<file path="config.mk">
export PLATFORM = sky130hd
export DESIGN_NAME = keypad_matrix_debouncer_flat
export DESIGN_NICKNAME = d
export VERILOG_FILES = /design/src/kmd_pkg.sv /design/src/kmd_if.sv /design/src/keypad_matrix_debouncer.sv /design/src/flat_wrapper.sv
export VERILOG_INCLUDE_DIRS = /design/src /design/src/src
export SDC_FILE = /design/constraint.sdc
export NUM_CORES = 1
export LEC_CHECK = 0
export ABC_AREA = 1
export BUFFER_PORTS_ARGS = -buffer_cell sky130_fd_sc_hd__buf_2
export CAP_MARGIN = 20
export CORE_ASPECT_RATIO = 1.25
export CORE_MARGIN = 2
export CORE_UTILIZATION = 62
export DETAILED_ROUTE_END_ITERATION = 10
export GPL_TIMING_DRIVEN = 0
export PLACE_DENSITY = 0.83
export SLEW_MARGIN = 30
export SYNTH_ARGS = -nofsm -noshare
export SYNTH_HDL_FRONTEND = slang
export SYNTH_SLANG_ARGS = --single-unit
</file>
<file path="constraint.sdc">
create_clock -name clk -period 6.4 [get_ports clk]
set_clock_uncertainty 0.1 [all_clocks]
set_input_delay 1.28 -clock clk [delete_from_list [all_inputs] [get_ports clk]]
set_output_delay 1.28 -clock clk [all_outputs]
set_load 0.005 [all_outputs]
</file>
<file path="src/assert_macros.svh">
// Assertion macros for the design file that checks its own logic.
`ifndef ASSERT_MACROS_SVH
`define ASSERT_MACROS_SVH

// The consequent must hold in the same cycle as the antecedent.
`define ASSERT_SAME(label, ante, cons, msg) \
  label: assert property (@(posedge clk) disable iff (rst) (ante) |-> (cons)) \
    else $error(msg);

// The consequent must hold in the cycle after the antecedent.
`define ASSERT_NEXT(label, ante, cons, msg) \
  label: assert property (@(posedge clk) disable iff (rst) (ante) |=> (cons)) \
    else $error(msg);

`endif

</file>
<file path="src/kmd_pkg.sv">
package kmd_pkg;

  localparam int unsigned KeyCount = 12;
  localparam int unsigned CountWidth = 8;
  localparam int unsigned CodeWidth = 6;

  localparam logic [CountWidth-1:0] ThresholdReset = 8'd4;

  // Item function codes.
  localparam logic FuncScan = 1'b0;
  localparam logic FuncRead = 1'b1;

  typedef logic [KeyCount-1:0] key_vec_t;

  typedef struct packed {
    logic     func;
    key_vec_t key_sample;
  } kmd_in_t;

  typedef struct packed {
    logic                 event_pending;
    key_vec_t             stable_matrix;
    key_vec_t             changed_mask;
    logic [CodeWidth-1:0] key_code;
    key_vec_t             last_sample;
  } kmd_out_t;

  // Low six bits of the ASCII code of the key when exactly one key is down, else zero.
  // Bit column*4+row; the columns read 1-4-7-*, 2-5-8-0 and 3-6-9-#.
  function automatic logic [CodeWidth-1:0] decode_key(input key_vec_t matrix);
    logic [7:0] code;
    unique case (matrix)
      12'h001: code = 8'h31;
      12'h002: code = 8'h34;
      12'h004: code = 8'h37;
      12'h008: code = 8'h2A;
      12'h010: code = 8'h32;
      12'h020: code = 8'h35;
      12'h040: code = 8'h38;
      12'h080: code = 8'h30;
      12'h100: code = 8'h33;
      12'h200: code = 8'h36;
      12'h400: code = 8'h39;
      12'h800: code = 8'h23;
      default: code = 8'h00;
    endcase
    return code[CodeWidth-1:0];
  endfunction

endpackage

</file>
<file path="src/kmd_if.sv">
interface kmd_in_if;
  import kmd_pkg::*;

  logic    valid;
  logic    ready;
  kmd_in_t data;

  modport source(output valid, output data, input ready);
  modport sink(input valid, input data, output ready);
endinterface

interface kmd_out_if;
  import kmd_pkg::*;

  logic     valid;
  logic     ready;
  kmd_out_t data;

  modport source(output valid, output data, input ready);
  modport sink(input valid, input data, output ready);
endinterface

</file>
<file path="src/keypad_matrix_debouncer.sv">
// The result of an accepted item transaction is registered and shown on the result channel in the next cycle.
// Throughput: one item per cycle while the result side is ready; the single result register sets the figure and is
// refilled in the same cycle that its result transaction completes.
// Reset (rst, synchronous, active high) clears all key state and the result valid flag,
// and sets the debounce threshold to four.
`include "assert_macros.svh"

module keypad_matrix_debouncer (
  input  logic                         clk,
  input  logic                         rst,
  input  logic                         cfg_we,
  input  logic [kmd_pkg::CountWidth-1:0] cfg_wdata,
  kmd_in_if.sink                       item,
  kmd_out_if.source                    result
);
  import kmd_pkg::*;

  // Debounce state. The threshold is reset to ThresholdReset; every other register here
  // mirrors one piece of the keypad state and is cleared at reset.
  logic [CountWidth-1:0] threshold;
  key_vec_t              previous_sample;
  logic [CountWidth-1:0] debounce_count;
  key_vec_t              changed_keys;
  key_vec_t              stable_keys;
  key_vec_t              raw_sample;

  key_vec_t              previous_sample_next;
  logic [CountWidth-1:0] debounce_count_next;
  key_vec_t              changed_keys_next;
  key_vec_t              stable_keys_next;
  key_vec_t              raw_sample_next;

  // Result register. Its valid flag is control state; the payload needs no reset.
  logic     result_valid;
  kmd_out_t result_data;
  kmd_out_t result_next;

  logic accept;

  // The result register acts as the output stage: a new item is taken whenever
  // the register is empty or its current result is being taken in this cycle.
  assign item.ready   = !result_valid || result.ready;
  assign accept       = item.valid && item.ready;
  assign result.valid = result_valid;
  assign result.data  = result_data;

  // Next state and result of the item on the input channel. A scan updates the
  // debounce state and reports the state after the update. A read reports the
  // current state, decodes the key only when a change is pending, and then
  // acknowledges that change by clearing the changed mask.
  always_comb begin
    previous_sample_next = previous_sample;
    debounce_count_next  = debounce_count;
    changed_keys_next    = changed_keys;
    stable_keys_next     = stable_keys;
    raw_sample_next      = raw_sample;
    result_next          = '0;

    unique case (item.data.func)
      FuncScan: begin
        raw_sample_next = item.data.key_sample;
        if (item.data.key_sample != previous_sample) begin
          // Any difference restarts the debounce interval.
          previous_sample_next = item.data.key_sample;
          debounce_count_next  = '0;
        end else if (debounce_count < threshold) begin
          // The compare stops the counter at the threshold, so it never wraps.
          debounce_count_next = debounce_count + 1'b1;
        end else if (changed_keys == '0) begin
          // The sample is stable and the previous change has been read.
          changed_keys_next = item.data.key_sample ^ stable_keys;
          stable_keys_next  = item.data.key_sample;
        end
        result_next.event_pending = (changed_keys_next != '0);
        result_next.stable_matrix = stable_keys_next;
        result_next.changed_mask  = changed_keys_next;
        result_next.key_code      = '0;
        result_next.last_sample   = raw_sample_next;
      end
      FuncRead: begin
        result_next.event_pending = (changed_keys != '0);
        result_next.stable_matrix = stable_keys;
        result_next.changed_mask  = changed_keys;
        result_next.key_code      = (changed_keys != '0) ? decode_key(stable_keys) : '0;
        result_next.last_sample   = raw_sample;
        changed_keys_next         = '0;
      end
      default: begin
        result_next = '0;
      end
    endcase
  end

  always_ff @(posedge clk) begin
    if (rst) begin
      threshold       <= ThresholdReset;
      previous_sample <= '0;
      debounce_count  <= '0;
      changed_keys    <= '0;
      stable_keys     <= '0;
      raw_sample      <= '0;
      result_valid    <= 1'b0;
    end else begin
      // The user must write the threshold only while no item is in flight; the block does not enforce it.
      if (cfg_we) begin
        threshold <= cfg_wdata;
      end
      if (accept) begin
        previous_sample <= previous_sample_next;
        debounce_count  <= debounce_count_next;
        changed_keys    <= changed_keys_next;
        stable_keys     <= stable_keys_next;
        raw_sample      <= raw_sample_next;
        result_valid    <= 1'b1;
      end else if (result.ready) begin
        result_valid <= 1'b0;
      end
    end
  end

  always_ff @(posedge clk) begin
    if (accept) begin
      result_data <= result_next;
    end
  end

  // A pending change is never overwritten by a scan before it has been read.
  `ASSERT_NEXT(a_pending_held, accept && item.data.func == FuncScan && changed_keys != '0, $stable(changed_keys), "pending change overwritten by a scan")
  // A read always acknowledges the pending change.
  `ASSERT_NEXT(a_read_clears, accept && item.data.func == FuncRead, changed_keys == '0, "read did not clear the changed mask")
  // The stable matrix moves only when no change was pending.
  `ASSERT_SAME(a_stable_gated, !$stable(stable_keys), $past(changed_keys) == '0, "stable matrix changed while a change was pending")
  // Every accepted item leaves a result in the result register.
  `ASSERT_NEXT(a_result_loaded, accept, result_valid, "accepted item produced no result")

endmodule

</file>
<file path="src/flat_wrapper.sv">
// flat-port wrapper written by rule: the top's interface ports become plain ports
module keypad_matrix_debouncer_flat import kmd_pkg::*;
  (clk, rst, cfg_we, cfg_wdata, item_valid, item_data, item_ready, result_valid, result_data, result_ready);
  kmd_in_if item_i ();
  kmd_out_if result_i ();
  input  logic clk;
  input  logic rst;
  input  logic cfg_we;
  input  logic [kmd_pkg::CountWidth-1:0] cfg_wdata;
  input wire logic [$bits(item_i.valid)-1:0] item_valid;
  input wire logic [$bits(item_i.data)-1:0] item_data;
  output wire logic [$bits(item_i.ready)-1:0] item_ready;
  output wire logic [$bits(result_i.valid)-1:0] result_valid;
  output wire logic [$bits(result_i.data)-1:0] result_data;
  input wire logic [$bits(result_i.ready)-1:0] result_ready;
  assign item_i.valid = item_valid;
  assign item_i.data = item_data;
  assign item_ready = item_i.ready;
  assign result_valid = result_i.valid;
  assign result_data = result_i.data;
  assign result_i.ready = result_ready;
  keypad_matrix_debouncer u_core (.clk(clk), .rst(rst), .cfg_we(cfg_we), .cfg_wdata(cfg_wdata), .item(item_i), .result(result_i));
endmodule
</file>
=== Yosys cells after proc, flatten, opt, wreduce, memory -nomap -nowiden ===
Index checks and enable logic that the tools add are counted.

* Equality and inequality tests: 13
* Order comparisons: 1
* Add/subtract/negate cells: 1
* Reductions and logical operators: 11
* Multiplexer cells: 15
* Bitwise logic cells: 2

{| class="wikitable"
|+ Operators by type and width
! kind !! count
|-
| $pmux 43 s2 || 1
|-
| $mux 12 || 7
|-
| $pmux 6 s12 || 1
|-
| $pmux 12 s2 || 1
|-
| $reduce_bool 12->1 || 2
|-
| $mux 8 || 2
|-
| $eq 12x1->1 const B || 1
|-
| $eq 12x10->1 const B || 1
|-
| $eq 12x11->1 const B || 1
|-
| $eq 12x12->1 const B || 1
|-
| $eq 12x2->1 const B || 1
|-
| $eq 12x3->1 const B || 1
|-
| $eq 12x4->1 const B || 1
|-
| $eq 12x5->1 const B || 1
|-
| $eq 12x6->1 const B || 1
|-
| $eq 12x7->1 const B || 1
|-
| $eq 12x8->1 const B || 1
|-
| $eq 12x9->1 const B || 1
|-
| $logic_not 12->1 || 1
|-
| $ne 12x12->1 || 1
|-
| $xor 12x12->12 || 1
|-
| $add 8x1->8 const B || 1
|-
| $lt 8x8->1 || 1
|-
| $mux 6 || 1
|-
| other kinds (8) || 11
|}

* Output and inout port bits: 45
* Bits of input ports: 26
* Word-level logic and storage cells: 55
* Register bits after elaboration: 108

=== Longest topological paths before layout ===
Gate-level depths: netlist (run 1).

* Depth in word-level cells: 7
* Gate-level depth with buffers: 17

=== Least setup slack after synthesis (run 1) ===
OpenSTA, ideal clock, no wires.

* Path kind: input port to flip-flop
* Start point: in result_ready
* End point: reg u_core.result.data[0] (netlist name)
* Path buffers: 1
* Slack: 2.839 ns
* Stages on the path: 5
* Data arrival time: 3.037 ns
* Path through: inv_1 > nand2_1 > nand2_1 > inv_1 > clkbuf_1

* Longest elaborated chain between the ends: 2

{| class="wikitable"
|+ RTL lines
! item !! line !! text
|-
| start, declared || flat_wrapper.sv:15 || <nowiki>input wire logic [$bits(result_i.ready)-1:0] result_ready;</nowiki>
|-
| $logic_or 1x1->1 || keypad_matrix_debouncer.sv:42 || <nowiki>assign item.ready = !result_valid || result.ready;</nowiki>
|-
| named net item_ready || flat_wrapper.sv:12 || <nowiki>output wire logic [$bits(item_i.ready)-1:0] item_ready;</nowiki>
|-
| $logic_and 1x1->1 || keypad_matrix_debouncer.sv:43 || <nowiki>assign accept = item.valid && item.ready;</nowiki>
|-
| named net u_core.accept || keypad_matrix_debouncer.sv:38 || <nowiki>logic accept;</nowiki>
|}

The timed path passes the listed nets, and every way through them passes these cells.
A chain may end at the register's enable or synchronous reset.

=== Final worst setup path (run 1) ===
* Start point: in result_ready
* End point: out item_ready

* Longest elaborated chain between the ends: 1

{| class="wikitable"
|+ RTL lines
! item !! line
|-
| $logic_or 1x1->1 || keypad_matrix_debouncer.sv:42
|-
| end, declared || flat_wrapper.sv:12
|}

No other way between the ends.

==> results of run 1 <==
## worst min-delay path by stage
stage / startpoint / endpoint / slack, ns / cells past startpoint
after floorplan: u_core.raw_sample[0]$_SDFFE_PP0P_ / u_core.raw_sample[0]$_SDFFE_PP0P_ / 0.32 / 2
after global placement: u_core.raw_sample[0]$_SDFFE_PP0P_ / u_core.raw_sample[0]$_SDFFE_PP0P_ / 0.33 / 2
after detailed placement: u_core.raw_sample[10]$_SDFFE_PP0P_ / u_core.raw_sample[10]$_SDFFE_PP0P_ / 0.35 / 2
after CTS: u_core.raw_sample[10]$_SDFFE_PP0P_ / u_core.raw_sample[10]$_SDFFE_PP0P_ / 0.36 / 2
after global routing: u_core.raw_sample[0]$_SDFFE_PP0P_ / u_core.raw_sample[0]$_SDFFE_PP0P_ / 0.38 / 2
final: u_core.raw_sample[0]$_SDFFE_PP0P_ / u_core.raw_sample[0]$_SDFFE_PP0P_ / 0.37 / 2
## layer usage
layer / vias to the layer above / global-route usage, % / wire (um)
met4: 0 / 14.6 / 433
met5: - / 0 / 0
met3: 33 / 4.39 / 752
met1: 2196 / 35.2 / 5280
li1: 2288 / - / -
met2: 195 / 47.8 / 6230
## Yosys cell counts (all sizes together) (12+ instances only)
library cell / number / share of area (%)
o21ai: 69 / 6.6
nand3: 18 / 2.1
clkbuf: 19 / 1.4
inv: 83 / 6.0
o211ai: 12 / 1.7
xnor2: 15 / 2.5
a21oi: 36 / 3.6
dfxtp: 65 / 25
nand2: 157 / 12
nor2: 51 / 4.5
nand4: 13 / 1.6
edfxtp: 43 / 25
## through the flow
stage | instance area (sq um) | utilization (%) | hold slack [ns] | power, W
final | 5900 | 71.5 | 0.365 | 0.00138
after global routing | 5900 | 71.5 | 0.381 | 0.00144
after CTS | 5900 | 71.5 | 0.362 | 0.00138
after detailed placement | 5720 | 69.4 | 0.349 | 0.00101
after global placement | 5710 | 69.3 | 0.335 | 0.000998
after floorplan | 5250 | - | 0.324 | 0.000929
## power groups by stage
stage / logic (W) / registers, W / clock network [W]
floorplan: 0.000135 / 0.000794 / 0
global placement: 0.000205 / 0.000793 / 0
detailed placement: 0.000212 / 0.000794 / 0
CTS: 0.000213 / 0.000778 / 0.000392
global route: 0.000240 / 0.000782 / 0.000418
finish: 0.000215 / 0.000778 / 0.000392
## cell families (layout without fill, tap and decap cells)
kind of cell,count (synthesis),in the layout,share of synthesized area (%)
buffers and inverters,111,196,8.49
AOI/OAI and AO/OA,145,145,15.7
xor gates and xnor gates,20,20,3.34
DFF,108,108,49.4
and+or+nand+nor,250,250,21.1
adders and majority gates,8,8,1.91
## sequential cells by signal (all words and copies together) (netlist names)
register and count:
u_core.threshold 8, u_core.result.data 43, u_core.stable_keys 12, u_core.previous_sample 12
u_core.debounce_count 8, u_core.raw_sample 12, u_core.result.valid 1, u_core.changed_keys 12
## tightest hold or removal path, delay by kind of cell, from the launching register on
kind / cells / cell delay [ns]
AOI/OAI and AO/OA: 1 / 0.05
buffers and inverters: 1 / 0.06
DFF: 1 / 0.31
## area by class of cell
type / instances / area, sq um / share of cell area, %
multi-input cells: 423 / 2210 / 37.5
clock inverters: 3 / 18.8 / 0.318
flip-flops and latches: 108 / 2590 / 44.0
plain buffers: 28 / 135 / 2.29
well taps: 97 / 121 / 2.06
repair buffers: 69 / 345 / 5.86
inverters: 83 / 314 / 5.33
clock buffers: 13 / 160 / 2.72
==> results.md, run 1 <==
* CP required at 5.02 ns
* Grt ovf at 0
* Clock power frac at 28.3%
* Pre-CTS WS at 3.19 ns
* R2R setup slack at 4.01 ns
* Seq/Total Area, Yosys at 49.4%
* Final period util at 46.9%
* Crit path kind: in2out
* Setup crit start: result_ready
* Slowest-stage cell, CP: buf_2
* Dpl cells at 808
* Row count at 37
* First-pass GRT wire length at 20600 um
* Clock tree from TritonCTS: done
* # nets final at 756
* Total Wirelength at 12700 um
* Most frequent cells in the layout: 152 x nand2_1, 78 x inv_1, 75 x buf_2, 65 x dfxtp_1, 57 x o21ai_0
* H-tree levels at 3
* Crit Reg-Reg Startpoint: u_core.debounce_count[7]$_SDFFE_PP0P_
* Setup tns final at 0 ns
* Routed len/inst at 15.4 um
* Switching Share at 27.8%
* Buffer and inverter count on the worst path at 3
* Non-Filler Instances at 824
* Worst Tran Pin Value at 0.648 ns
* Worst min path class: reg2reg
* Worst-path clk slew at 0.10 ns
* Layout cells sized above 1 at 15.7%
* Top cell family by delay on the critical path: buffers and inverters
* WP depth at 4
* P_sw at 0.000385 W
* Overall routing resource usage at 28.5%
* Most common cell after layout, fill and taps aside: nand2_1
* Max VDD drop at 162 uV
* PD cells at 235 nW/um^2
* Avg Cell Area, Syn at 8.17 sq um
* Number of buffers created by CTS at 9
* CTS Hold Bufs at 0
* Critical path launch point type: input port
* Final min period at 3.00 ns
* Post-synthesis cell type count at 43
* Die H at 107 um
* Unrepaired setup endpoints after global routing: false
* Clk_lat worst skew at 0.38 ns
* CP Cell Sequence: buf_2 > inv_1 > nand2_1 > buf_2
* Max incr delay on CP at 0.13 ns
* Post_cts resized at 0
* Yosys reg bits at 108
* Max cap viols at 0
* Int Pwr at 0.00100 W
* Relative slew slack at 56.8%
* Most used DFF post-synth: dfxtp_1
* Final Max Slew Viols at 0
* Status: finished, final reports clean
* Antenna Cells at 0
* Largest net degree at the start of global routing at 53
* Core ar. at 8240 sq um
* Root Driver: clkbuf_8
* Initial DRC count at 403
* Post-CTS Setup Bufs at 0
* Fill count at 667
* FF-to-FF End: u_core.result.data[42]$_DFFE_PP_
* HPWL Detailed at 9430 um
* I/O pin cnt at 71
* Vias at 4712
* Worst setup margin at 3.40 ns
* Synthesis-to-layout area growth at 12.4%
* Worst-case reg-to-reg path depth at 11
* Max Fanout on Critical Path at 3
* Endpoint type of the worst setup path: primary output
* Die W at 86.3 um
* Initial core utilization at 63.7%
* GP Congestion at 0.981
* Post-synth ARST share at 0%
* Seq pwr share at 56.2%
* Comb power frac at 15.5%
* Cells after Synth at 642
* Synth Cell Area at 5250 sq um
* Fin. Hold Viols at 0
* Leakage at 2.65 nW
* Vias in the first global route at 4540
* Critical Path Sink: item_ready
* Number of flops mapped to enable cells by yosys at 43
* Die area at 9220 sq um
* Port bufs at 69
* Syn nets at 676
* Clock Path Buffers at 2
* CTS Sinks at 108
* # DRC at 0
* CP Data Arrival Time at 1.62 ns
* Peak Freq at 333 MHz
* # setup viols final at 0
* TritonRoute pass-1 iters at 6
* Routed Antenna Nets at 0
* Yosys warning count at 0
* Critical Path Most Common Cell: buf_2
* Via density at 5.72
* Antenna violations before repair at 0
Note: power is estimated with default switching activity, not from simulation.
==> run 2, diff against run 1 <==
--- a/config.mk
+++ b/config.mk
@@ -6,15 +6,15 @@
 export SDC_FILE = /design/constraint.sdc
 export NUM_CORES = 1
 export LEC_CHECK = 0
-export ABC_AREA = 1
+export ABC_AREA = 0
 export BUFFER_PORTS_ARGS = -buffer_cell sky130_fd_sc_hd__buf_2
 export CAP_MARGIN = 20
 export CORE_ASPECT_RATIO = 1.25
 export CORE_MARGIN = 2
-export CORE_UTILIZATION = 62
+export CORE_UTILIZATION = 57
 export DETAILED_ROUTE_END_ITERATION = 10
 export GPL_TIMING_DRIVEN = 0
-export PLACE_DENSITY = 0.83
+export PLACE_DENSITY = 0.77
 export SLEW_MARGIN = 30
 export SYNTH_ARGS = -nofsm -noshare
 export SYNTH_HDL_FRONTEND = slang
==> constraint.sdc (replaced) <==
create_clock -name clk -period 3.1 [get_ports clk]
set_clock_uncertainty 0.1 [all_clocks]
set_input_delay 0.62 -clock clk [delete_from_list [all_inputs] [get_ports clk]]
set_output_delay 0.62 -clock clk [all_outputs]
set_load 0.005 [all_outputs]
==> results.md, run 2 <==
* Yosys warning count at 0
* First-pass GRT wire length at 18500 um
* H-tree levels at 3
* Slowest-stage cell, CP: o21a_1
* List of most frequent post-synthesis cells: 71 x nand2_1, 65 x dfxtp_1, 43 x edfxtp_1
* Initial DRC count at 228
* Non-Filler Instances at 692
* Worst Tran Pin Value at 0.763 ns
* Total Power at 0.00263 W
* Syn nets at 524
* I/O pin cnt at 71
* Total Wirelength at 11700 um
* Hold WS at 0.363 ns
* Seq/Total Area, Yosys at 51.3%
* Die area at 9650 sq um
* CTS Hold Bufs at 0
* Worst-case reg-to-reg path depth at 7
* Cells after Synth at 490
* Fin util at 66.5%
* CP required at 3.13 ns
* Crit path kind: reg2reg
* Number of buffers created by CTS at 9
* Cell taking the most area after synthesis: dfxtp_1
* Max incr delay on CP at 0.47 ns
* Antenna Cells at 0
* PD cells at 457 nW/um^2
* Fin. Hold Viols at 0
* Unrepaired setup endpoints after global routing: false
* HPWL Detailed at 8520 um
* Max cap viols at 0
* Clk_lat worst skew at 0.38 ns
* Port bufs at 65
* # nets final at 601
* Via density at 5.74
* Status: finished, final reports clean
* # setup viols final at 0
* Setup tns final at 0 ns
* Endpoint type of the worst setup path: flop
* Most frequent cell after synthesis: nand2_1
* Relative slew slack at 48.7%
* Fill count at 731
* Synth Cell Area at 5060 sq um
* Max VDD drop at 276 uV
* Die W at 88.3 um
* Post_cts resized at 0
* # DRC at 0
* Leakage at 2.36 nW
* Dpl cells at 676
* Most frequent cells in the layout: 72 x buf_2, 71 x nand2_1, 65 x dfxtp_1, 43 x edfxtp_1, 30 x a21oi_1
* Avg Cell Area, Syn at 10.3 sq um
* Ranking of synthesized cells by area: dfxtp_1 26%, edfxtp_1 26%, nand2_1 5.3%
* CP Cell Sequence: ha_1 > a21o_1 > a221oi_1 > o21a_1 > nor4_4 > buf_4 > mux2_1
* Clock Path Buffers at 2
* Vias at 3973
* Core ar. at 8650 sq um
* Vias in the first global route at 3783
* Row count at 38
* GP Congestion at 0.909
* Grt ovf at 0
* Routed len/inst at 16.8 um
* Most common cell after layout, fill and taps aside: buf_2
* Final Max Slew Viols at 0
* Clock tree from TritonCTS: done
* TritonRoute pass-1 iters at 5
* Most used DFF post-synth: dfxtp_1
* Overall routing resource usage at 25.2%
* Max reg flops at 43
* CTS Sinks at 108
* Root Driver: clkbuf_8
* Post-synthesis cell type count at 52
* Worst-path clk slew at 0.10 ns
* Post-synth ARST share at 0%
* Critical path launch point type: flop
* Die H at 109 um
* Number of flops mapped to enable cells by yosys at 43
* Final period util at 88.4%
* Post-CTS Setup Bufs at 0
* Hold Path Stages at 2
* Layout cells sized above 1 at 19.2%
* Routed Antenna Nets at 0
* Final min period at 2.74 ns
* Largest net degree at the start of global routing at 32
* Post-synth top area share at 25.7%
* Worst min path class: reg2reg
* CP Data Arrival Time at 2.77 ns
* Antenna violations before repair at 0
* Max Fanout on Critical Path at 10
* Synthesis-to-layout area growth at 13.7%
* Peak Freq at 365 MHz
* Yosys reg bits at 108
* Initial core utilization at 58.4%
==> run 2: changes by cell type in the layout (fill, tap and decap cells not counted), moves of 13 or more <==
cell     change
a21o_1      +13
inv_1       -67
mux2_1      +13
mux2i_1     +23
nand2_1     -81
nor2_1      -24
o21ai_0     -42
==> run 2: worst max-delay path, delay by kind of cell, from the launching register on <==
family | cells | cell delay, ns
muxes | 1 | 0.34
DFF | 1 | 0.45
adders and majority gates | 1 | 0.29
and+or+nand+nor | 1 | 0.07
AOI/OAI and AO/OA | 3 | 1.00
buffers and inverters | 1 | 0.22
==> run 2: cells by family after synthesis <==
kind of cell | count (synthesis) | synth area share [%]
flip-flops | 108 | 51.3
AND/OR/NAND/NOR | 154 | 15.1
adder cells (fa/ha/maj) | 8 | 1.98
multiplexers | 48 | 10.1
AO/OA/AOI/OAI | 92 | 12.2
buffers and inverters | 50 | 4.18
XOR/XNOR | 30 | 5.20
==> run 2: per-layer routing <==
layer / wire length, um / part of all wire [%] / global-route usage, %
met1: 4650 / 40 / 30.2
met2: 6240 / 54 / 44.6
met3: 547 / 4.7 / 4.13
met4: 220 / 1.9 / 10.1
met5: 0 / 0 / 0
==> run 2: report_power, final <==
part | switching, W | internal, W | total, W
Clock | 0.000469 | 0.000379 | 0.000848
Sequential | 0.0000170 | 0.00153 | 0.00154
Combinational | 0.000147 | 0.0000871 | 0.000234
Total | 0.000633 | 0.00199 | 0.00263
==> run 2: cell type report <==
cell class,instances,area (sq um),area share [%]
Buffer,38,166,2.89
Clock buffer,11,131,2.28
Clock inverter,5,61.3,1.07
Inverter,12,45.0,0.783
Multi-Input combinational cell,332,2260,39.3
Sequential cell,108,2590,45.1
Tap cell,120,150,2.61
Timing Repair Buffer,66,345,6.01
==> run 2: stage by stage <==
stage / cell area, sq um / setup WS [ns]
floorplan: 5060 / 0.402
global placement: 5530 / 0.156
detailed placement: 5560 / 0.106
CTS: 5750 / 0.390
global route: 5750 / 0.139
finish: 5750 / 0.358
==> run 2: worst paths after layout <==
check                                                           start                                 to  slack (ns)
worst max-delay path            u_core.debounce_count[5]$_SDFFE_PP0P_   u_core.result.data[33]$_DFFE_PP_        0.36
worst min-delay path                u_core.raw_sample[5]$_SDFFE_PP0P_  u_core.raw_sample[5]$_SDFFE_PP0P_        0.36
worst max register to register  u_core.debounce_count[5]$_SDFFE_PP0P_   u_core.result.data[33]$_DFFE_PP_        0.36
worst min register to register      u_core.raw_sample[5]$_SDFFE_PP0P_  u_core.raw_sample[5]$_SDFFE_PP0P_        0.36
